===== config.mk =====
export PLATFORM = sky130hd
export DESIGN_NAME = dpb_front
export DESIGN_NICKNAME = d
export VERILOG_FILES = /design/src/sv/dpb_pkg.sv /design/src/sv/dpb_front.sv
export SDC_FILE = /design/constraint.sdc
export NUM_CORES = 1
export LEC_CHECK = 0
export BUFFER_PORTS_ARGS = -buffer_cell sky130_fd_sc_hd__buf_2
export CAP_MARGIN = 5
export CORE_UTILIZATION = 54
export CTS_CLUSTER_DIAMETER = 60
export DETAILED_ROUTE_END_ITERATION = 7
export GPL_TIMING_DRIVEN = 0
export MAX_ROUTING_LAYER = met4
export PLACE_DENSITY = 0.88
export SETUP_SLACK_MARGIN = 0.2
export SLEW_MARGIN = 15
export SYNTH_ARGS = -nofsm -noshare
export SYNTH_HDL_FRONTEND = slang
export SYNTH_SLANG_ARGS = --single-unit

===== constraint.sdc =====
create_clock -name clk -period 3.8 [get_ports clk]
set_clock_uncertainty 0.05 [all_clocks]
set_input_delay 0.38 -clock clk [delete_from_list [all_inputs] [get_ports clk]]
set_output_delay 0.38 -clock clk [all_outputs]
set_load 0.01 [all_outputs]

===== src/sv/dpb_pkg.sv =====
// ============================================================================
// dpb_pkg
// Shared types and constants for the depth pixel back-projection block.
// ============================================================================
package dpb_pkg;

    // configuration port
    localparam int CFG_DATA_BITS = 25;
    localparam int CFG_IDX_BITS  = 3;

    // register indexes
    localparam logic [CFG_IDX_BITS-1:0] REG_IMAGE_WIDTH   = 3'd0;
    localparam logic [CFG_IDX_BITS-1:0] REG_IMAGE_HEIGHT  = 3'd1;
    localparam logic [CFG_IDX_BITS-1:0] REG_CENTER_X_HALF = 3'd2;
    localparam logic [CFG_IDX_BITS-1:0] REG_CENTER_Y_HALF = 3'd3;
    localparam logic [CFG_IDX_BITS-1:0] REG_INV_FOCAL_X   = 3'd4;
    localparam logic [CFG_IDX_BITS-1:0] REG_INV_FOCAL_Y   = 3'd5;

    // register widths and reset values (fx = fy = 525, cx = 319.5, cy = 239.5)
    localparam int GEOM_BITS = 13;
    localparam int INV_BITS  = 25;
    localparam logic [GEOM_BITS-1:0] RESET_IMAGE_WIDTH   = 13'd640;
    localparam logic [GEOM_BITS-1:0] RESET_IMAGE_HEIGHT  = 13'd480;
    localparam logic [GEOM_BITS-1:0] RESET_CENTER_X_HALF = 13'd639;
    localparam logic [GEOM_BITS-1:0] RESET_CENTER_Y_HALF = 13'd479;
    localparam logic [INV_BITS-1:0]  RESET_INV_FOCAL     = 25'd31957;

    // product is in 2^-25 mm, result in Q8 mm
    localparam int FRAC_SHIFT = 17;
    localparam int ROUND_BIT  = 16;
    localparam logic [63:0] SAT_POS = 64'h0000_0000_7FFF_FFFF;
    localparam logic [63:0] SAT_NEG = 64'h0000_0000_8000_0000;

    // queue between front and back
    localparam int QUEUE_DEPTH = 4;
    localparam int QPTR_BITS   = 2;

    // image geometry registers seen by the front
    typedef struct packed {
        logic [GEOM_BITS-1:0] image_width;
        logic [GEOM_BITS-1:0] image_height;
        logic [GEOM_BITS-1:0] center_x_half;
        logic [GEOM_BITS-1:0] center_y_half;
    } geom_cfg_t;

    // per-pixel flags and color carried with the magnitudes
    typedef struct packed {
        logic       neg_x;
        logic       neg_y;
        logic       eof;
        logic [7:0] red;
        logic [7:0] green;
        logic [7:0] blue;
    } pix_tag_t;

endpackage


===== src/sv/dpb_front.sv =====
// ============================================================================
// dpb_front
// Pixel position tracking and offset classification from the principal point.
// ============================================================================
module dpb_front
    import dpb_pkg::*;
#(
    parameter int COORD_BITS = 12,
    parameter int DEPTH_BITS = 16,
    parameter int MAG_BITS   = 13
)
(
    input  logic                  clk,
    input  logic                  rst_n,
    input  logic                  accept,
    input  geom_cfg_t             geom,
    input  logic [15:0]           depth_raw,
    input  logic [7:0]            blue_in,
    input  logic [7:0]            green_in,
    input  logic [7:0]            red_in,
    input  logic                  frame_start,
    output logic [MAG_BITS-1:0]   mag_x,
    output logic [MAG_BITS-1:0]   mag_y,
    output logic [DEPTH_BITS-1:0] depth_z,
    output pix_tag_t              tag
);

    localparam int SW = COORD_BITS + 1;
    localparam int CW = (SW > GEOM_BITS) ? SW : GEOM_BITS;
    localparam int DW = MAG_BITS + 1;

    logic [COORD_BITS-1:0] col_reg, col_next, row_reg, row_next;
    logic [COORD_BITS-1:0] col, row;
    logic [SW-1:0]         w, h;
    logic                  last_col, last_row;
    logic signed [DW-1:0]  dx, dy;

    // size register to 1 .. 2^COORD_BITS
    function automatic logic [SW-1:0] clamp_size(input logic [GEOM_BITS-1:0] v);
        logic [CW-1:0] ve;
        logic [CW-1:0] te;
        ve = CW'(v);
        te = CW'(1) << COORD_BITS;
        if (v == '0)
            return SW'(1);
        else if (ve > te)
            return SW'(te);
        else
            return SW'(ve);
    endfunction

    // position of this pixel
    always_comb
    begin
        w   = clamp_size(geom.image_width);
        h   = clamp_size(geom.image_height);
        col = frame_start ? '0 : col_reg;
        row = frame_start ? '0 : row_reg;
        last_col = ({1'b0, col} + SW'(1)) >= w;
        last_row = ({1'b0, row} + SW'(1)) >= h;
    end

    // counter advance
    always_comb
    begin
        col_next = col_reg;
        row_next = row_reg;
        if (accept)
        begin
            if (last_col)
            begin
                col_next = '0;
                row_next = last_row ? '0 : row + COORD_BITS'(1);
            end
            else
            begin
                col_next = col + COORD_BITS'(1);
                row_next = row;
            end
        end
    end

    always_ff @(posedge clk or negedge rst_n)
    begin
        if (!rst_n)
        begin
            col_reg <= '0;
            row_reg <= '0;
        end
        else
        begin
            col_reg <= col_next;
            row_reg <= row_next;
        end
    end

    // signed offsets in half pixels, split into sign and magnitude
    always_comb
    begin
        dx = $signed(DW'({col, 1'b0})) - $signed(DW'(geom.center_x_half));
        dy = $signed(DW'({row, 1'b0})) - $signed(DW'(geom.center_y_half));
        mag_x = dx[DW-1] ? MAG_BITS'(-dx) : MAG_BITS'(dx);
        mag_y = dy[DW-1] ? MAG_BITS'(-dy) : MAG_BITS'(dy);
        depth_z = depth_raw[DEPTH_BITS-1:0];
        tag.neg_x = dx[DW-1];
        tag.neg_y = dy[DW-1];
        tag.eof   = ({1'b0, col} == (w - SW'(1))) && ({1'b0, row} == (h - SW'(1)));
        tag.red   = red_in;
        tag.green = green_in;
        tag.blue  = blue_in;
    end

endmodule


## Yosys cells after proc, flatten, opt, wreduce, memory -nomap -nowiden

Cells that the tools add are included.

- $add $sub $neg: 10
- Reductions and logical operators: 3
- Eq/ne operators: 2
- Multiplexer cells: 11
- Magnitude comparators: 4

Operators by type and width:

| operator | count |
|---|---|
| 13-bit 2-to-1 mux | 6 |
| 12-bit 2-to-1 mux | 5 |
| 13-bit by 13-bit subtractor with 14-bit output | 2 |
| 12-bit by 1-bit adder with 13-bit output, second input constant | 2 |
| 12-bit by 13-bit == test with 1-bit output | 2 |
| 13-bit greater-or-equal comparator | 2 |
| 13-bit greater-than comparator, second input constant | 2 |
| 13-bit zero test | 2 |
| 13-bit negation | 2 |
| 13-bit by 1-bit subtractor with 13-bit output, second input constant | 2 |
| 12-bit by 1-bit adder with 12-bit output, second input constant | 2 |
| 1-bit logical AND | 1 |

- Output and inout bits: 69
- Logic and storage cells: 32
- Bits in registers: 24

## Depth between registers and ports, before layout

- Depth after elaboration: 6
- Depth in mapped cells: 16

## Worst setup path after synthesis

No wires, ideal clock.

- Kind: input to output
- Start point: input port frame_start
- End point: output port mag_y[7]
- Required time: 3.370 ns
- Slack: 0.237 ns
- Cell stages on the path: 13
- Arrival time: 3.133 ns
- Path buffers: 2
- Cell sequence: clkbuf_8 -> clkbuf_1 -> nor2b_1 -> ha_1 -> nor2b_1 -> o2111a_1 -> nor3_2 -> o21ai_0 -> nand2_1 -> a31oi_1 -> clkinv_1 -> o21ai_0 -> xor2_1

RTL lines:

| what | line | RTL |
|---|---|---|
| from (decl) | dpb_front.sv:21 | `input logic frame_start,` |
| to (decl) | dpb_front.sv:23 | `output logic [MAG_BITS-1:0] mag_y,` |

## Worst setup path in the final report

- Start point: register row_reg[4]
- End point: output port mag_y[12]

- Longest elaborated chain between the ends: 4

Ends and longest elaborated chain:

| what | line | RTL |
|---|---|---|
| from (decl) | dpb_front.sv:32 | `logic [COORD_BITS-1:0] col_reg, col_next, row_reg, row_next;` |
| from (signal assigned) | dpb_front.sv:93 | `row_reg <= row_next;` |
| 12-bit 2-to-1 mux * | dpb_front.sv:58 | `row = frame_start ? '0 : row_reg;` |
| 13-bit by 13-bit subtractor with 14-bit output * | dpb_front.sv:101 | `dy = $signed(DW'({row, 1'b0})) - $signed(DW'(geom.center_y_half));` |
| 13-bit negation | dpb_front.sv:103 | `mag_y = dy[DW-1] ? MAG_BITS'(-dy) : MAG_BITS'(dy);` |
| 13-bit 2-to-1 mux * | dpb_front.sv:103 |  |

Every way passes the cells marked *; elsewhere a longest branch is shown, timed or not.

==> out/results.ini <==
[critical_path]
rr_endpoint = row_reg[10]$_DFFE_PN0P_
crit_path_end = mag_y[12]
timing.critical_path.arrival_ns = 3.59
cp-end-kind = primary output
rrSetupSlack_ns = 0.35
worstReg2RegStart = col_reg[0]$_DFFE_PN0P_
cp-startpoint = row_reg[4]$_DFFE_PN0P_
crit_fanout = 10
start_kind = flip-flop
crit_type = reg2out
rr_worst_depth = 15
critPathRequiredTime_ns = 3.37

[sta]
max_slew_margin_pct = 56.2
drv_slew = 0
finalHoldViolations = 0
rsz0062_at_grt = true
fin_crit_ns = 4.02
fmax_ghz = 0.249
setup_slack_ns = -0.217
setup_viol = 3
timing_worst_slew_pin_value_ns = 0.657
min_period_over_period_pct = 106
finalSetupTns_ns = -0.491

[global_route]
grt_max_degree = 25
grt_use_total_pct = 32.6
grt_pass1_wl_um = 26100
grt_antenna_before_repair = 0
grt_pass1_vias = 5595
grt-ovfl-total = 0

[synthesis]
synthArstFlopShare_pct = 100
netlist_instances = 742
synth_most_common_cell = nand2_1
ys.flop_type = dfrtp_1
synth_edf_count = 0
yosys-top-cells-area = ha_1 13%, dfrtp_1 11%, xnor2_1 7.9%
ys_seq_elements = 24
netlist_area_mm2 = 0.00536
synth_fp_nets = 896
synth_top_area_share_pct = 13.1
avgSynthCellArea_um2 = 7.22
ys_warn_count = 0
synth_top_cell_by_area = ha_1
synth_top_cells_by_count = 70 x nand2_1, 63 x nor2_1, 56 x ha_1, 53 x inv_1, 48 x xnor2_1
ys_seq_area_share_pct = 11.2
synth.distinct_cells = 75

[routing]
ant_nets = 0
viasPerCell = 6.27
firstDrtPassIters = 8
totalWireLength_um = 19400
drt_iter0_drc = 553
vias = 6461
wl_per_cell_um = 18.8
drc_errors = 1

[pwr]
seq_power_share_pct = 22.2
power_frac_comb_pct = 58.7
p_int_w = 0.000729
power_switching_w = 0.000497
power_density_mw_per_mm2 = 171
switching_share_pct = 40.5
leakagePower_nw = 3.39
pwr-share-clk_pct = 19.1
peakVddDrop_uv = 164

[layout]
final_cell_area_mm2 = 0.00717
diodes = 0
fillers = 667
drive_gt1_share_pct = 36.5
fin_nets = 1057
areaGrowthSynthToFinish_pct = 33.8
stdcell_count = 1031

[floorplan]
io-pin-count = 165
start_util_pct = 56.9
dieArea_mm2 = 0.0103
die_height_um = 102
core-area_mm2 = 0.00942
dieWidth_um = 102
std_cell_rows = 35

[clocking]
cts_buffers = 3
cts_sinks = 24
cts_hold_buf = 0
clockBufferDepth = 2
cts_max_level = 1
clkLatencyLatePin_ns = 0.28
cts_root_buffer = clkbuf_8
cts_tree = built
path_clk_slew_ns = 0.10

[placed_design]
place_congestion = 1.02
dp_slack_ns = -0.762
dpl_cell_area_mm2 = 0.00611
dp_cells = 989
io_buffers = 118
dpl.hpwl_um = 12200

[job]
maxCapViolations = 0

[hold_path]
hp-class = in2async

[outcome]
violations = DRC, setup timing
status = finished with violations

[how the worst min path moves through the flow]
stage	from	endpoint	cells past startpoint
final	rst_n	col_reg[7]$_DFFE_PN0P_	1
after global routing	rst_n	col_reg[7]$_DFFE_PN0P_	1
after CTS	rst_n	col_reg[7]$_DFFE_PN0P_	1
after detailed placement	rst_n	col_reg[0]$_DFFE_PN0P_	1
after global placement	rst_n	col_reg[4]$_DFFE_PN0P_	1
after floorplan	rst_n	col_reg[0]$_DFFE_PN0P_	0
[power by group through the flow]
| stage | clock (W) | combinational, W | sequential, W |
|---|---|---|---|
| detailed placement | 0 | 0.000550 | 0.000276 |
| floorplan | 0 | 0.000382 | 0.000273 |
| global route | 0.000245 | 0.000771 | 0.000273 |
| finish | 0.000234 | 0.000720 | 0.000272 |
| global placement | 0 | 0.000540 | 0.000275 |
| CTS | 0.000232 | 0.000606 | 0.000271 |
[cell families after synthesis]
logic type / Yosys count / synth area share (%)
fa+ha+maj: 58 / 13.8
compound gates: 165 / 21.4
flops: 24 / 11.2
xor+xnor: 77 / 12.6
mux: 8 / 1.73
buf+inv: 121 / 12.0
simple gates: 289 / 27.3
[stage by stage]
| step | utilization, % | hold slack, ns | power (W) |
|---|---|---|---|
| after detailed placement | 64.9 | 0.344 | 0.000826 |
| after global placement | 64.9 | 0.342 | 0.000815 |
| after floorplan | - | 0.0344 | 0.000656 |
| final | 76.1 | 0.0336 | 0.00123 |
| after global routing | 76.1 | 0.0804 | 0.00129 |
| after CTS | 69.8 | 0.0447 | 0.00111 |
[metal layers]
metal  vias to the layer above  global-route usage (%)  part of all wire [%]  routed length, um
met5                         -                       -                     0                  0
met4                         0                    12.7                   6.4               1250
met3                       130                    3.11                    10               2000
met2                       499                    55.6                    48               9250
met1                      2910                    39.4                    36               6930
li1                       2922                       -                     -                  -
[placed cells by master (no fill, tap or decap), drive strengths merged, types with 21 or more instances in the layout]
| master | netlist | routed |
|---|---|---|
| nor3 | 33 | 33 |
| o21ai | 35 | 36 |
| nand3 | 29 | 29 |
| a21oi | 33 | 33 |
| clkbuf | 21 | 21 |
| inv | 53 | 53 |
| ha | 56 | 56 |
| dfrtp | 24 | 24 |
| buf | 46 | 202 |
| xor2 | 29 | 29 |
| nor2 | 63 | 64 |
| xnor2 | 48 | 48 |
| nand2 | 70 | 70 |
[worst max-delay path, stage by stage, from the launching register on]
cell and delay (ns):
dfrtp_1 0.44, nor2b_1 0.14, buf_2 0.24, ha_2 0.37, o21a_1 0.24, o21ai_0 0.32
o21bai_1 0.21, xnor2_2 0.28, nor4_4 0.48, a31oi_1 0.17, xnor2_1 0.22, buf_2 0.19
[repair_timing]
| item | in CTS | in global routing |
|---|---|---|
| pin swaps | 25 | 36 |
| resized for setup | 63 | 106 |
| cloned | 0 | 3 |
| buffers inserted | 17 | 18 |
| endpoints found under the setup margin | 39 | 36 |
| endpoints found under the hold margin | 0 | 0 |
[layout make-up]
cell class / instances / area [um^2] / share of cell area (%)
multi-input combinational: 599 / 4730 / 66.0
timing repair buffer: 153 / 878 / 12.3
sequential: 24 / 602 / 8.40
buffer: 67 / 505 / 7.05
inverter: 54 / 210 / 2.93
tap: 129 / 161 / 2.25
clock buffer: 3 / 41.3 / 0.576
clock inverter: 1 / 30.0 / 0.419
timing repair inverter: 1 / 5.00 / 0.0698
No activity file was read; power rests on OpenSTA's default activity.
