File: src/sv/dpb_pkg.sv
// ============================================================================
// dpb_pkg
// Shared types and constants for the depth pixel back-projection block.
// ============================================================================
package dpb_pkg;

    // configuration port
    localparam int CFG_DATA_BITS = 25;
    localparam int CFG_IDX_BITS  = 3;

    // register indexes
    localparam logic [CFG_IDX_BITS-1:0] REG_IMAGE_WIDTH   = 3'd0;
    localparam logic [CFG_IDX_BITS-1:0] REG_IMAGE_HEIGHT  = 3'd1;
    localparam logic [CFG_IDX_BITS-1:0] REG_CENTER_X_HALF = 3'd2;
    localparam logic [CFG_IDX_BITS-1:0] REG_CENTER_Y_HALF = 3'd3;
    localparam logic [CFG_IDX_BITS-1:0] REG_INV_FOCAL_X   = 3'd4;
    localparam logic [CFG_IDX_BITS-1:0] REG_INV_FOCAL_Y   = 3'd5;

    // register widths and reset values (fx = fy = 525, cx = 319.5, cy = 239.5)
    localparam int GEOM_BITS = 13;
    localparam int INV_BITS  = 25;
    localparam logic [GEOM_BITS-1:0] RESET_IMAGE_WIDTH   = 13'd640;
    localparam logic [GEOM_BITS-1:0] RESET_IMAGE_HEIGHT  = 13'd480;
    localparam logic [GEOM_BITS-1:0] RESET_CENTER_X_HALF = 13'd639;
    localparam logic [GEOM_BITS-1:0] RESET_CENTER_Y_HALF = 13'd479;
    localparam logic [INV_BITS-1:0]  RESET_INV_FOCAL     = 25'd31957;

    // product is in 2^-25 mm, result in Q8 mm
    localparam int FRAC_SHIFT = 17;
    localparam int ROUND_BIT  = 16;
    localparam logic [63:0] SAT_POS = 64'h0000_0000_7FFF_FFFF;
    localparam logic [63:0] SAT_NEG = 64'h0000_0000_8000_0000;

    // queue between front and back
    localparam int QUEUE_DEPTH = 4;
    localparam int QPTR_BITS   = 2;

    // image geometry registers seen by the front
    typedef struct packed {
        logic [GEOM_BITS-1:0] image_width;
        logic [GEOM_BITS-1:0] image_height;
        logic [GEOM_BITS-1:0] center_x_half;
        logic [GEOM_BITS-1:0] center_y_half;
    } geom_cfg_t;

    // per-pixel flags and color carried with the magnitudes
    typedef struct packed {
        logic       neg_x;
        logic       neg_y;
        logic       eof;
        logic [7:0] red;
        logic [7:0] green;
        logic [7:0] blue;
    } pix_tag_t;

endpackage

File: src/sv/dpb_back.sv
// ============================================================================
// dpb_back
// Two-multiply pipeline with rounding, saturation and the output register.
// ============================================================================
module dpb_back
    import dpb_pkg::*;
#(
    parameter int DEPTH_BITS = 16,
    parameter int MAG_BITS   = 13
)
(
    input  logic                  clk,
    input  logic                  rst_n,
    input  logic                  q_empty,
    output logic                  q_pop,
    input  logic [MAG_BITS-1:0]   mag_x,
    input  logic [MAG_BITS-1:0]   mag_y,
    input  logic [DEPTH_BITS-1:0] depth_z,
    input  pix_tag_t              tag,
    input  logic [INV_BITS-1:0]   inv_focal_x,
    input  logic [INV_BITS-1:0]   inv_focal_y,
    output logic                  out_valid,
    input  logic                  out_stall,
    output logic [31:0]           point_x,
    output logic [31:0]           point_y,
    output logic [15:0]           point_z,
    output logic [7:0]            red_out,
    output logic [7:0]            green_out,
    output logic [7:0]            blue_out,
    output logic                  point_valid,
    output logic                  end_of_frame
);

    localparam int MZW = MAG_BITS + DEPTH_BITS;
    localparam int PW  = MZW + INV_BITS;

    logic                  adv;
    logic                  v1_reg, v2_reg, out_valid_reg;
    logic [MZW-1:0]        mz_x_reg, mz_y_reg;
    logic [PW-1:0]         p_x_reg, p_y_reg;
    logic [DEPTH_BITS-1:0] z1_reg, z2_reg;
    pix_tag_t              tag1_reg, tag2_reg;
    logic [31:0]           x_next, y_next;
    logic [31:0]           point_x_reg, point_y_reg;
    logic [15:0]           point_z_reg;
    logic [7:0]            red_reg, green_reg, blue_reg;
    logic                  point_valid_reg, eof_reg;

    // round magnitude to nearest, restore sign, clamp to 32 bits
    function automatic logic [31:0] round_sat(input logic [PW-1:0] p, input logic neg);
        logic [PW:0] s;
        logic [63:0] q;
        s = {1'b0, p} + ((PW+1)'(1) << ROUND_BIT);
        q = 64'(s >> FRAC_SHIFT);
        if (neg)
        begin
            if (q >= SAT_NEG)
                return SAT_NEG[31:0];
            else
                return 32'(64'd0 - q);
        end
        else
        begin
            if (q > SAT_POS)
                return SAT_POS[31:0];
            else
                return q[31:0];
        end
    endfunction

    // whole pipeline moves when the output register can take a beat
    assign adv   = !out_valid_reg || !out_stall;
    assign q_pop = adv && !q_empty;

    always_ff @(posedge clk or negedge rst_n)
    begin
        if (!rst_n)
        begin
            v1_reg        <= 1'b0;
            v2_reg        <= 1'b0;
            out_valid_reg <= 1'b0;
        end
        else if (adv)
        begin
            v1_reg        <= !q_empty;
            v2_reg        <= v1_reg;
            out_valid_reg <= v2_reg;
        end
    end

    // stage 1: offset times depth
    always_ff @(posedge clk)
    begin
        if (adv)
        begin
            mz_x_reg <= MZW'(mag_x) * MZW'(depth_z);
            mz_y_reg <= MZW'(mag_y) * MZW'(depth_z);
            z1_reg   <= depth_z;
            tag1_reg <= tag;
        end
    end

    // stage 2: times reciprocal focal length
    always_ff @(posedge clk)
    begin
        if (adv)
        begin
            p_x_reg  <= PW'(mz_x_reg) * PW'(inv_focal_x);
            p_y_reg  <= PW'(mz_y_reg) * PW'(inv_focal_y);
            z2_reg   <= z1_reg;
            tag2_reg <= tag1_reg;
        end
    end

    always_comb
    begin
        x_next = round_sat(p_x_reg, tag2_reg.neg_x);
        y_next = round_sat(p_y_reg, tag2_reg.neg_y);
    end

    // output register
    always_ff @(posedge clk)
    begin
        if (adv)
        begin
            point_x_reg     <= x_next;
            point_y_reg     <= y_next;
            point_z_reg     <= 16'(z2_reg);
            red_reg         <= tag2_reg.red;
            green_reg       <= tag2_reg.green;
            blue_reg        <= tag2_reg.blue;
            point_valid_reg <= (z2_reg != '0);
            eof_reg         <= tag2_reg.eof;
        end
    end

    assign out_valid    = out_valid_reg;
    assign point_x      = point_x_reg;
    assign point_y      = point_y_reg;
    assign point_z      = point_z_reg;
    assign red_out      = red_reg;
    assign green_out    = green_reg;
    assign blue_out     = blue_reg;
    assign point_valid  = point_valid_reg;
    assign end_of_frame = eof_reg;

endmodule

File: config.mk
export PLATFORM = sky130hd
export DESIGN_NAME = dpb_back
export DESIGN_NICKNAME = d
export VERILOG_FILES = /design/src/sv/dpb_pkg.sv /design/src/sv/dpb_back.sv
export SDC_FILE = /design/constraint.sdc
export NUM_CORES = 2
export LEC_CHECK = 0
export BUFFER_PORTS_ARGS = -buffer_cell sky130_fd_sc_hd__buf_2
export CAP_MARGIN = 40
export CELL_PAD_IN_SITES_DETAIL_PLACEMENT = 1
export CELL_PAD_IN_SITES_GLOBAL_PLACEMENT = 1
export CORE_MARGIN = 5
export CORE_UTILIZATION = 55
export DETAILED_ROUTE_END_ITERATION = 8
export GPL_TIMING_DRIVEN = 1
export PLACE_DENSITY_LB_ADDON = 0.1
export SLEW_MARGIN = 15
export SYNTH_ARGS = -nofsm -noshare
export SYNTH_HDL_FRONTEND = slang
export SYNTH_SLANG_ARGS = --single-unit
File: constraint.sdc
create_clock -name clk -period 15.71 [get_ports clk]
set_clock_uncertainty 0.2 [all_clocks]
set_input_delay 0.7855 -clock clk [delete_from_list [all_inputs] [get_ports clk]]
set_output_delay 0.7855 -clock clk [all_outputs]
set_load 0.01 [all_outputs]
* Yosys cells after proc, flatten, opt, wreduce, memory -nomap -nowiden
Index checks and enable logic that the tools add are counted.
W data, S select, Z words.
** Cells by class
- Add/sub/neg operators :: 4
- Multiply operators :: 4
- Magnitude comparators :: 4
- Muxes and demuxes :: 6
- Reduce and logical (&&, ||, !) cells :: 6
** Operator list (count)
- $mux W32 :: 6
- $add A54 B17 Y55 const B :: 2
- $mul A29 B25 Y54 :: 2
- $ge A38 B32 Y1 const B :: 2
- $gt A38 B31 Y1 const B :: 2
- $sub A1 B32 Y32 const A :: 2
- $mul A13 B16 Y29 :: 2
- $reduce_bool A16 Y1 :: 1
- $logic_not A1 Y1 :: 3
- $logic_and A1 B1 Y1 :: 1
- $logic_or A1 B1 Y1 :: 1
** Word-level totals
- Register bits :: 361
- Input port bits :: 123
- Output and inout bits :: 108
- Word-level logic and storage cells :: 53

* Depth between registers and ports, before layout
- Depth after elaboration :: 4
- Depth in mapped cells :: 28
- Gate-level depth less buffers :: 26

* Worst setup path before layout
No wires, ideal clock.
- Path type :: input to register
- Start :: input port out_stall
- End :: register v2_reg
- Data arrival time :: 8.707 ns
- Setup slack :: 6.701 ns
- Stages on the path :: 2
- Buffers on the path :: 0
- Path through :: nand2_1 > mux2_2
** Between the ends
- Word-level cells in the longest chain between the ends :: 2
** Ends and longest elaborated chain
- from (decl) :: line dpb_back.sv:23 : input logic out_stall,
- $logic_not A1 Y1 :: line dpb_back.sv:72 : assign adv = !out_valid_reg || !out_stall;
- $logic_or A1 B1 Y1 :: line dpb_back.sv:72
- to (signal assigned) :: line dpb_back.sv:86 : v2_reg <= v1_reg;
- to (decl) :: line dpb_back.sv:38 : logic v1_reg, v2_reg, out_valid_reg;
Every way passes these cells.
A chain may end at the register's enable or synchronous reset.

* Worst setup path after layout
- Start :: register mz_y_reg[16]
- End :: register p_y_reg[53], data pin
** Between the ends
- Word-level cells in the longest chain between the ends :: 1
** Ends and longest elaborated chain
- from (decl) :: line dpb_back.sv:39 : logic [MZW-1:0] mz_x_reg, mz_y_reg;
- from (signal assigned) :: line dpb_back.sv:97 : mz_y_reg <= MZW'(mag_y) * MZW'(depth_z);
- $mul A29 B25 Y54 :: line dpb_back.sv:109 : p_y_reg <= PW'(mz_y_reg) * PW'(inv_focal_y);
- to (signal assigned) :: line dpb_back.sv:109
- to (decl) :: line dpb_back.sv:40 : logic [PW-1:0] p_x_reg, p_y_reg;
Every way passes these cells.

==> impl_metrics.yaml <==
synth:
  syn_avg_cell_area_um2: 9.541
  yosys.area.top_type_share: 0.4262
  async_reset_ff_frac: 0.009119
  ys.warnings.count: 0
  netlist_area_um2: 72430
  syn_inst: 7591
  syn-num-nets: 9782
  synth.cells.most_frequent: "1716 x inv_1, 1542 x fa_1, 1077 x nand2_1"
  synth_edf_count: 326
  ys_seq_area_frac: 0.1362
  synth_cell_types: 93
  ys_ff_latch: 329
  yosysTopAreaCell: "fa_1"
  ys_dominant_reg_cell: "edfxtp_1"
  yosysMostFrequentCell: "inv_1"
  synthTopCellsByArea: "fa_1 43%, edfxtp_1 14%, ha_1 9.1%, inv_1 8.9%, and2_1 7.9%"
grt:
  grt.overflow.total: 0
  antenna_found_initial: 11
  grt_util_met1: 0.4069
  grt_start_max_net_pins: 198
  busiest_layer: "met2"
  grtUsageMet3: 0.09164
  grt_pass1_wl_um: 332600
  grt_pass1_vias: 60240
  grt_use_met2: 0.4901
  track_usage: 0.3040
die:
  io_pins: 231
  die_area_um2: 139000
  die_y_um: 372.9
  dieWidth_um: 372.9
  core_area_um2: 131100
  initial_core_util: 0.5523
  num_rows: 133
setup_path:
  worst-setup-path-type: "flop to flop"
  r2r_start: "mz_y_reg[16]"
  worstPathArrival_ns: 8.62
  reg2reg_slack_ns: 7.22
  r2r-end: "p_y_reg[53]"
  critPathMaxFanout: 15
  crit_path_start_kind: "flop"
  r2r_cells: 25
  crit_required_ns: 15.84
  critPathCaptureType: "flop"
sta:
  worstMarginPinSlew_ns: 1.059
  finalMaxSlewViolations: 0
  max_freq_ghz: 0.1178
  grt_setup_unrepaired: "no"
  relSlewSlack: 0.2943
  period_share: 0.5404
  setup-violations-final: 0
  finalSetupTns_ns: 0
  post-route-min-period_ns: 8.490
  setup_ws_ns: 7.220
  hold_violations: 0
worst_hold_path:
  hold_end: "tag1_reg[22]"
  min_from: "tag[22]"
  holdCritPathClass: "primary input to flop"
  worst_hold_path.num_cells: 1
clock_tree:
  cts_max_level: 2
  cts_root_buf: "clkbuf_16"
  cts_made_buffers: 40
  clockBufferDepth: 3
  clock_sinks: 329
  cts_tree: "built"
  cts_resized: 0
  path_clk_slew_ns: 0.06
  clock_latency_ns: 0.63
cells_and_area:
  num-fill-cells: 14870
  syn2layout_area_growth_pct: 5.545
  multi_input_area_um2: 54730
  nets: 9765
  ff_latch_area_um2: 9864
  drive_gt1_frac: 0.05377
  final_cells: 9366
drt:
  ant_nets: 0
  drt_first_pass_iters: 5
  via_per_inst: 5.581
  drc: 0
  first_iter_violations: 3324
  routed_wl_um: 208200
  vias: 52270
  wl_per_cell_um: 22.23
place:
  place.detailed.instances: 9285
  gp_congestion: 0.9154
  dp_hpwl_um: 160900
  portBuffers: 230
  place_ws_ns: 6.767
job:
  cap_violations: 0
run_status:
  status: "finished, final reports clean"
[worst max path at each step]
| stage | from | end | slack [ns] | cells after the start |
|---|---|---|---|---|
| after floorplan | out_stall | v2_reg | 6.70 | 2 |
| after global placement | inv_focal_x[4] | p_x_reg[53] | 6.94 | 26 |
| after detailed placement | inv_focal_y[4] | p_y_reg[52] | 6.77 | 26 |
| after CTS | mz_y_reg[16] | p_y_reg[53] | 7.28 | 25 |
| after global routing | mz_y_reg[15] | p_y_reg[52] | 6.88 | 25 |
| final | mz_y_reg[16] | p_y_reg[53] | 7.22 | 25 |
[timing repair]
item / in CTS / in global routing
hold buffers: 1 / 0
setup buffers: 0 / 0
endpoints found under the hold margin: 3 / 0
[layout by cell type (no fill, tap or decap), drive strengths merged, types with 39 or more instances in the layout]
cell and instances:
nor2 113, nand4 39, buf 304, nand2 1078, inv 1719, clkbuf 49, nand3 60, fa 1542
and2 919, xor2 70, a21o 78, o21ai 109, edfxtp 326, xnor2 121, ha 526, a21oi 144
[cell type report]
cell class                      instances  area share
Timing Repair Buffer                  305     0.02442
Clock inverter                         25    0.003650
Tap cell                             1755     0.02872
Antenna cell                            5   0.0001637
Multi-Input combinational cell       5182      0.7159
Clock buffer                           49     0.01380
Inverter                             1716     0.08426
Sequential cell                       329      0.1290
[layer usage]
metal  wire length, um  vias to the layer above
met5                52                        -
li1                  -                    22640
met1             86390                    27370
met2             96330                     1890
met4              5128                        8
met3             20290                      367
[cells by family (layout without fill, tap and decap cells)]
kind of cell	count (synthesis)	in the layout	synth area share
AOI/OAI and AO/OA	522	522	0.04675
xor gates and xnor gates	191	191	0.02310
adders and majority gates	2068	2068	0.5171
buffers and inverters	2080	2095	0.1083
DFF	329	329	0.1362
muxes	15	15	0.002159
other	0	5	0
and+or+nand+nor	2386	2386	0.1664
[through the flow]
stage	hold slack (ns)	util	area, um^2
finish	0.1313	0.5830	76440
global route	0.09131	0.5829	76430
CTS	0.08543	0.5827	76410
detailed placement	0.2052	0.5725	75070
global placement	0.2003	0.5711	74880
floorplan	0.2003	-	72430
[critical path, cell delays in order, from the launching register on]
cell and delay, ns:
edfxtp_1 0.90, buf_4 0.37, and2_1 0.18, fa_1 0.45, fa_1 0.62, inv_1 0.08
fa_1 0.52, fa_1 0.53, inv_1 0.07, fa_1 0.49, fa_1 0.50, inv_1 0.06
fa_1 0.62, inv_1 0.07, ha_1 0.37, nand3_1 0.12, nor2_1 0.14, o211a_1 0.18
o21ai_0 0.17, a211oi_1 0.34, o21ai_0 0.21, nand2_1 0.16, o211ai_1 0.14, a31o_2 0.27
o41ai_1 0.31, xnor2_1 0.15
Power is left out: the tool's default activity adds up to more than one toggle a clock period on the data nets, which glitch-free logic cannot reach.
