**src/sv/dpb_pkg.sv**
```systemverilog
// ============================================================================
// dpb_pkg
// Shared types and constants for the depth pixel back-projection block.
// ============================================================================
package dpb_pkg;

    // configuration port
    localparam int CFG_DATA_BITS = 25;
    localparam int CFG_IDX_BITS  = 3;

    // register indexes
    localparam logic [CFG_IDX_BITS-1:0] REG_IMAGE_WIDTH   = 3'd0;
    localparam logic [CFG_IDX_BITS-1:0] REG_IMAGE_HEIGHT  = 3'd1;
    localparam logic [CFG_IDX_BITS-1:0] REG_CENTER_X_HALF = 3'd2;
    localparam logic [CFG_IDX_BITS-1:0] REG_CENTER_Y_HALF = 3'd3;
    localparam logic [CFG_IDX_BITS-1:0] REG_INV_FOCAL_X   = 3'd4;
    localparam logic [CFG_IDX_BITS-1:0] REG_INV_FOCAL_Y   = 3'd5;

    // register widths and reset values (fx = fy = 525, cx = 319.5, cy = 239.5)
    localparam int GEOM_BITS = 13;
    localparam int INV_BITS  = 25;
    localparam logic [GEOM_BITS-1:0] RESET_IMAGE_WIDTH   = 13'd640;
    localparam logic [GEOM_BITS-1:0] RESET_IMAGE_HEIGHT  = 13'd480;
    localparam logic [GEOM_BITS-1:0] RESET_CENTER_X_HALF = 13'd639;
    localparam logic [GEOM_BITS-1:0] RESET_CENTER_Y_HALF = 13'd479;
    localparam logic [INV_BITS-1:0]  RESET_INV_FOCAL     = 25'd31957;

    // product is in 2^-25 mm, result in Q8 mm
    localparam int FRAC_SHIFT = 17;
    localparam int ROUND_BIT  = 16;
    localparam logic [63:0] SAT_POS = 64'h0000_0000_7FFF_FFFF;
    localparam logic [63:0] SAT_NEG = 64'h0000_0000_8000_0000;

    // queue between front and back
    localparam int QUEUE_DEPTH = 4;
    localparam int QPTR_BITS   = 2;

    // image geometry registers seen by the front
    typedef struct packed {
        logic [GEOM_BITS-1:0] image_width;
        logic [GEOM_BITS-1:0] image_height;
        logic [GEOM_BITS-1:0] center_x_half;
        logic [GEOM_BITS-1:0] center_y_half;
    } geom_cfg_t;

    // per-pixel flags and color carried with the magnitudes
    typedef struct packed {
        logic       neg_x;
        logic       neg_y;
        logic       eof;
        logic [7:0] red;
        logic [7:0] green;
        logic [7:0] blue;
    } pix_tag_t;

endpackage

```
**src/sv/dpb_queue.sv**
```systemverilog
// ============================================================================
// dpb_queue
// Short register queue that decouples the front from the multiply pipeline.
// ============================================================================
module dpb_queue
    import dpb_pkg::*;
#(
    parameter int WIDTH = 64
)
(
    input  logic             clk,
    input  logic             rst_n,
    input  logic             push,
    input  logic [WIDTH-1:0] push_data,
    input  logic             pop,
    output logic [WIDTH-1:0] pop_data,
    output logic             full,
    output logic             empty
);

    logic [WIDTH-1:0]     slot_reg [QUEUE_DEPTH];
    logic [QPTR_BITS-1:0] wr_ptr_reg, rd_ptr_reg;
    logic [QPTR_BITS:0]   count_reg, count_next;

    assign full     = (count_reg == (QPTR_BITS+1)'(QUEUE_DEPTH));
    assign empty    = (count_reg == '0);
    assign pop_data = slot_reg[rd_ptr_reg];

    // occupancy
    always_comb
    begin
        count_next = count_reg;
        if (push && !pop)
            count_next = count_reg + (QPTR_BITS+1)'(1);
        else if (pop && !push)
            count_next = count_reg - (QPTR_BITS+1)'(1);
    end

    always_ff @(posedge clk or negedge rst_n)
    begin
        if (!rst_n)
        begin
            wr_ptr_reg <= '0;
            rd_ptr_reg <= '0;
            count_reg  <= '0;
        end
        else
        begin
            count_reg <= count_next;
            if (push)
                wr_ptr_reg <= wr_ptr_reg + QPTR_BITS'(1);
            if (pop)
                rd_ptr_reg <= rd_ptr_reg + QPTR_BITS'(1);
        end
    end

    // storage
    always_ff @(posedge clk)
    begin
        if (push)
            slot_reg[wr_ptr_reg] <= push_data;
    end

endmodule

```
**config.mk**
```make
export PLATFORM = sky130hd
export DESIGN_NAME = dpb_queue
export DESIGN_NICKNAME = d
export VERILOG_FILES = /design/src/sv/dpb_pkg.sv /design/src/sv/dpb_queue.sv
export SDC_FILE = /design/constraint.sdc
export NUM_CORES = 1
export LEC_CHECK = 0
export ABC_AREA = 0
export BUFFER_PORTS_ARGS = -buffer_cell sky130_fd_sc_hd__buf_2
export CAP_MARGIN = 0
export CELL_PAD_IN_SITES_DETAIL_PLACEMENT = 0
export CELL_PAD_IN_SITES_GLOBAL_PLACEMENT = 1
export CORE_ASPECT_RATIO = 1.75
export CORE_MARGIN = 2
export CORE_UTILIZATION = 50
export DETAILED_ROUTE_END_ITERATION = 7
export GPL_ROUTABILITY_DRIVEN = 1
export PLACE_DENSITY_LB_ADDON = 0.1
export RECOVER_POWER = 100
export SYNTH_ARGS = -nofsm -noshare
export SYNTH_HDL_FRONTEND = slang
export SYNTH_SLANG_ARGS = --single-unit
```
**constraint.sdc**
```tcl
create_clock -name clk -period 5.09 [get_ports clk]
set_input_delay 0.7635 -clock clk [delete_from_list [all_inputs] [get_ports clk]]
set_output_delay 0.7635 -clock clk [all_outputs]
set_load 0.02 [all_outputs]
```
Word-level counts from Yosys, hierarchy flattened
Memories as Yosys holds them, arrays and structs flattened.
Index checks and enable logic that the tools add are counted.
{"block": "op_classes", "addsub": 4, "muxes": 4, "reduce_logical": 6, "n_eq_ne": 1}
{"op": "2-to-1 mux 3 bit", "n": 2}
{"op": "adder 2 x 1 -> 2 bit, second input constant", "n": 2}
{"op": "adder 3 x 1 -> 3 bit, second input constant", "n": 1}
{"op": "== test 3 bit, second input constant", "n": 1}
{"op": "logical NOT 3 bit", "n": 1}
{"op": "subtractor 3 x 1 -> 3 bit, second input constant", "n": 1}
{"op": "logical AND 1 bit", "n": 2}
{"op": "logical NOT 1 bit", "n": 2}
{"op": "2-to-1 mux 1 bit", "n": 2}
{"op": "nonzero test 2 bit", "n": 1}
{"block": "totals", "register_bits": 7, "n_memories": 1, "wordCells": 19, "ram_bits": 256}
{"name": "slot_reg", "words": 4, "word_bits": 64, "rd": 1, "rd_clocked_by_memory_dff": 0, "wr": 1, "line_no": "dpb_queue.sv:21", "source": "logic [WIDTH-1:0] slot_reg [QUEUE_DEPTH];"}

Depth between registers and ports, before layout
Gate-level depths: netlist of run 1.
{"block": "logic_depth", "depth_word": 4, "mapped_depth": 7}

Worst setup path before layout of run 1
Ideal clock, no wire load.
{"block": "synth_timing", "path_type": "in2reg", "startpoint": "in push", "endpoint": "mem slot_reg[1][0], enable pin", "setup_time_ps": 429, "path_slack_ps": 2391, "n_path_buf": 0, "required_ps": 4661, "arrival_time_ps": 2270, "cell_stages": 1, "path_cell_list": "and2_1"}
{"block": "synth_between", "elab_chain_cells": 2}
{"element": "start, declared", "line_no": "dpb_queue.sv:13", "source": "input logic push,"}
{"element": "2-to-1 mux 1 bit", "line_no": "dpb_queue.sv:60", "source": "if (push)"}
{"element": "2-to-1 mux 1 bit (not written as such)", "line_no": "dpb_queue.sv:61", "source": "slot_reg[wr_ptr_reg] <= push_data;"}
{"element": "end, declared", "line_no": "dpb_queue.sv:21"}
Every way passes these cells.

Worst setup path after layout of run 1
{"block": "layout_timing", "startpoint": "reg rd_ptr_reg[0]", "endpoint": "out pop_data[44]"}
{"block": "layout_between", "elab_chain_cells": 1}
{"element": "start, declared", "line_no": "dpb_queue.sv:22", "source": "logic [QPTR_BITS-1:0] wr_ptr_reg, rd_ptr_reg;"}
{"element": "start signal, assigned", "line_no": "dpb_queue.sv:53", "source": "rd_ptr_reg <= rd_ptr_reg + QPTR_BITS'(1);"}
{"element": "memory read (4 x 64 bit)"}
{"element": "end, declared", "line_no": "dpb_queue.sv:16", "source": "output logic [WIDTH-1:0] pop_data,"}
Every way passes these cells.

==> results of run 1 <==
report_power, final:
part           switching [mW]  internal [mW]  total [mW]
Combinational            1.04          0.717        1.76
Clock                   0.711           1.08        1.79
Sequential              0.307           2.88        3.19
synthesized netlist by cell type (2+ instances only):
library cell	instances
buf_2	6
buf_4	2
nand2_1	2
ha_1	5
and2_1	4
xor2_1	4
dfrtp_1	7
edfxtp_1	256
xnor2_1	2
buf_6	5
inv_1	4
mux4_2	64
final timing paths:
check	slack, ns	endpoint	cells after the start
worst max-delay path	1.20	pop_data[44]	3
worst min-delay path	0.14	rd_ptr_reg[1]$_DFFE_PN0P_	1
worst max register to register	1.49	slot_reg[0][56]$_DFFE_PP_	3
worst min register to register	0.50	count_reg[2]$_DFFE_PN0P_	1
max in group asynchronous	4.63	rd_ptr_reg[0]$_DFFE_PN0P_	1
min in group clk	0.48	rd_ptr_reg[0]$_DFFE_PN0P_	2
area by class of cell:
type	instances	area, um2
flip-flops and latches	263	7870
fillers	1448	7898
repair buffers	135	513.0
diodes	1	2.502
clock buffers	27	590.6
clock inverters	15	197.7
inverters	4	15.01
well taps	241	301.5
multi-input cells	87	1642
per-layer routing:
metal / GRT usage / vias up
met2: 0.2967 / 116
met3: 0.03754 / 19
met1: 0.1936 / 2177
li1: - / 1868
met5: 0 / -
met4: 0.04684 / 0
through the flow:
step / hold WS (ns) / utilization / instance area, um2 / power [mW] / setup WS (ns)
floorplan: 0.4563 / - / 9624 / 4.499 / 2.391
global placement: 0.4731 / 0.5528 / 10520 / 5.094 / 2.092
detailed placement: 0.4850 / 0.5528 / 10520 / 5.122 / 2.089
CTS: 0.05859 / 0.5942 / 11310 / 6.936 / 1.545
global route: 0.1577 / 0.5850 / 11130 / 7.064 / 0.8121
finish: 0.1420 / 0.5850 / 11130 / 6.739 / 1.201
kinds of logic after synthesis:
| logic type | count (synthesis) | synth area share |
|---|---|---|
| adders and majority gates | 6 | 0.008580 |
| muxes | 65 | 0.1509 |
| DFF | 263 | 0.8170 |
| buffers and inverters | 18 | 0.01248 |
| xor gates and xnor gates | 6 | 0.005460 |
| AOI/OAI and AO/OA | 1 | 0.0005195 |
| and+or+nand+nor | 9 | 0.005069 |
==> metrics.cfg, run 1 <==
[logic_synthesis]
synth_ff_type=edfxtp_1
synth_fp_nets=442
synth_top_area_frac=0.7988
ys_ff_latch=263
yosys_warnings=0
syn_area_mm2=0.009624
synth.distinct_cells=19
yosys-top-cells-area=edfxtp_1 80%, mux4_2 15%, dfrtp_1 1.8%
postSynthAreaPerCell_um2=26.15
yosysTopAreaCell=edfxtp_1
synth_edf_count=256
async_flop_share=0.02662
synth_cells=368
ys_seq_area_frac=0.8170

[clock_tree]
cts_buffer_depth=3
cts_setup_buffers=0
h-tree-depth=1
worstSkewPairLatency_ns=0.51
cts_tree=yes
cts_root_buf=clkbuf_16
path_clk_slew_ns=0.07
cts_made_buffers=23
cts_resized=0
cts_hold_buffers=0
cts_sinks=263

[timing]
rsz0062_at_grt=no
timing.final.crit_period_ns=3.889
clock_skew_ns=0.01467
min_period_over_period=0.7641
fin_tns_setup_ns=0
fmax_mhz=257.1
setup_viol=0
slew_headroom=-1.275
worst_pin_slew_ns=3.412
maxSlewViolCount=260
hold_viol=0

[floorplan]
die_h_um=187.5
num_rows=67
die-area_mm2=0.02042
initial_core_util=0.5058
boundaryPins=134
die_w_um=108.9
core_area_mm2=0.01903

[finish]
stdcell_count=773
area.growth.synth_to_final_pct=15.67
largest_reg_flops=256
final_common_cell=edfxtp_1
layout_common_cells=256 x edfxtp_1, 136 x clkbuf_1, 64 x mux4_2
nNetsFinal=588
layout-drive-gt1-share=0.1940

[drt]
wl_met3_um=926
drtIter0Drc=230
drc_errors=0
final_antenna_net_count=0
routed_wl_mm=16.41
firstDrtPassIters=4
top_layer_used=met4
post_drt_via_cell_ratio=5.408
wl_met1_mm=6.210
wl_met2_mm=9.015
dr_total_vias=4180
avgRoutedWirePerCell_um=21.23

[placement]
numPortBuffers=133
dp.cells=730
gp_congestion=0.6721
dpl.hpwl_mm=9.173

[grt]
antenna_found_initial=1
grt_pass1_vias=4663
globalRouteOverflowTotal=0
grt_pass1_wl_mm=25.20
grt_max_degree=66
gr-usage-all-layers=0.1645

[power_and_ir_drop]
peakVddDrop_uv=452.5
power_leakage_nw=3.505
p_per_area_mw_per_mm2=605.4

[critical_path]
crit_chain=clkbuf_1 > mux4_2 > clkbuf_1
cpMostUsedCell=clkbuf_1
critical_path_buf_inv_count=2
critPathTopFamily=buffers and inverters
worstReg2RegStart=wr_ptr_reg[0]$_DFFE_PN0P_
crit_start=rd_ptr_reg[0]$_DFFE_PN0P_
endpoint_kind=output port
cp-start-kind=flip-flop
slowest_delay_ns=0.95
crit_path_max_fanout=40
critPathArrivalTime_ns=3.13
path_class=flip-flop to output port
required_ns=4.33
cpMaxStageDelayCell=dfrtp_4

[job]
drv_cap=4

[hold_path]
hp-class=input pin to asynchronous set/reset pin

[run_status]
outcome=finished with violations
violations=capacitance limit, slew limit

No activity file was read; power rests on OpenSTA's default activity.
==> run 2, diff against run 1 <==
==> constraint.sdc (replaced) <==
create_clock -name clk -period 3.7 [get_ports clk]
set_input_delay 0.555 -clock clk [delete_from_list [all_inputs] [get_ports clk]]
set_output_delay 0.555 -clock clk [all_outputs]
set_load 0.02 [all_outputs]
==> run 2 against run 1 <==
  * Critical path depth stayed put
  * Critical path type unchanged
  * Cell area is 0.71% lower
  * Setup slack worse by 0.58 ns
  * The flow still finishes with violations (capacitance limit, slew limit)
  * Die area stayed put
  * Cell count is 0.13% higher
==> metrics.cfg, run 2 (synthesis results as in run 1) <==
[power_and_ir_drop]
peakVddDrop_uv=677.6
power_leakage_nw=3.471
p_per_area_mw_per_mm2=813.1

[critical_path]
crit_path_max_fanout=22
critPathTopFamily=flip-flops
critical_path_buf_inv_count=2
slowest_delay_ns=0.72
endpoint_kind=output port
cp-start-kind=flip-flop
crit_start=rd_ptr_reg[0]$_DFFE_PN0P_
path_class=flip-flop to output port
cpMaxStageDelayCell=dfrtp_4
critPathArrivalTime_ns=2.52
crit_chain=clkbuf_2 > mux4_2 > clkbuf_1
required_ns=3.14
worstReg2RegStart=wr_ptr_reg[1]$_DFFE_PN0P_

[timing]
slew_headroom=-0.2181
rsz0062_at_grt=no
fin_hold_ws_ns=0.2757
min_period_over_period=0.8319
hold_viol=0
timing.final.crit_period_ns=3.078
worst_pin_slew_ns=1.827
maxSlewViolCount=260
fin_tns_setup_ns=0
clock_skew_ns=0.007738
setup_viol=0
fmax_mhz=324.9

[finish]
multi_input_area_mm2=0.001647
largest_reg_flops=256
nNetsFinal=589
nFillCells=1441
final_common_cell=edfxtp_1
layout_common_cells=256 x edfxtp_1, 137 x clkbuf_1, 64 x mux4_2
regArea_mm2=0.007870
area.growth.synth_to_final_pct=14.85
layout-drive-gt1-share=0.1996

[drt]
final_antenna_net_count=0
dr_total_vias=4202
firstDrtPassIters=4
drtIter0Drc=216
avgRoutedWirePerCell_um=21.45
routed_wl_mm=16.61
post_drt_via_cell_ratio=5.429
drc_errors=0

[clock_tree]
h-tree-depth=1
cts_buffer_depth=3
cts_sinks=263
cts_setup_buffers=0
cts_root_buf=clkbuf_16
cts_tree=yes
cts_made_buffers=23
path_clk_slew_ns=0.06
worstSkewPairLatency_ns=0.50

[placement]
gp_congestion=0.6767
dpl.hpwl_mm=9.424
numPortBuffers=133

[hold_path]
hp-start=pop
hp-class=input pin to flip-flop

[job]
drv_cap=4

[grt]
grt_max_degree=66
antenna_found_initial=1
grt_pass1_vias=4685
gr-usage-all-layers=0.1682
globalRouteOverflowTotal=0
grt_pass1_wl_mm=25.73

[run_status]
outcome=finished with violations
violations=capacitance limit, slew limit

[floorplan]
die_h_um=187.5
boundaryPins=134
num_rows=67
initial_core_util=0.5058
die-area_mm2=0.02042
core_area_mm2=0.01903
die_w_um=108.9

[run 2: changes by cell type in the layout (fill, tap and decap cells not counted), sizes merged]
| cell | before | now |
|---|---|---|
| diode | 1 | 2 |
| bufinv | 5 | 1 |
| buf | 3 | 4 |
| clkbuf | 159 | 161 |
| inv | 5 | 4 |
| dlygate4sd3 | 0 | 1 |
| clkinv | 9 | 10 |
[run 2: path summary, 6_finish.rpt]
check / slack, ns / to / depth (start not counted)
max in group asynchronous: 2.86 / rd_ptr_reg[0]$_DFFE_PN0P_ / 2
worst max-delay path: 0.62 / pop_data[57] / 3
worst max register to register: 1.23 / slot_reg[1][57]$_DFFE_PP_ / 3
worst min register to register: 0.49 / count_reg[2]$_DFFE_PN0P_ / 1
worst min-delay path: 0.28 / rd_ptr_reg[0]$_DFFE_PN0P_ / 2
min in group asynchronous: 0.50 / count_reg[1]$_DFFE_PN0P_ / 2
[run 2: final cells by class]
class | instances | area share
Timing Repair Buffer | 136 | 0.04868
Clock buffer | 30 | 0.05445
Multi-Input combinational cell | 87 | 0.1490
Inverter | 4 | 0.001358
Clock inverter | 11 | 0.006792
Tap cell | 241 | 0.02728
Sequential cell | 263 | 0.7120
Antenna cell | 2 | 0.0004528
[run 2: repair_timing]
item / CTS / global route
resized for setup: 0 / 0
hold buffers: 1 / 0
endpoints found under the hold margin: 7 / 0
[run 2: per-layer routing]
layer  wire [um]  GRT usage
met5           0          0
met4         329    0.05079
met3         887    0.03198
met2        9079     0.3034
met1        6309     0.2010
[run 2: power by group]
group          total [mW]  internal, mW  switching (mW)
Combinational        2.52          1.01            1.51
Clock                2.18          1.21           0.965
Sequential           4.29          3.93           0.360
Total                8.99          6.15            2.84
[run 2: metrics by stage]
step                      setup slack, ns  cells  power (mW)  utilization  instance area, um2
after floorplan                     1.151    368       6.189            -                9624
final                              0.6222    774       8.987       0.5808               11050
after detailed placement            1.264    730       7.080       0.5534               10530
after global routing               0.4070    773       9.429       0.5807               11050
after global placement              1.257    730       7.038       0.5534               10530
after CTS                          0.7260    772       9.267       0.5895               11220
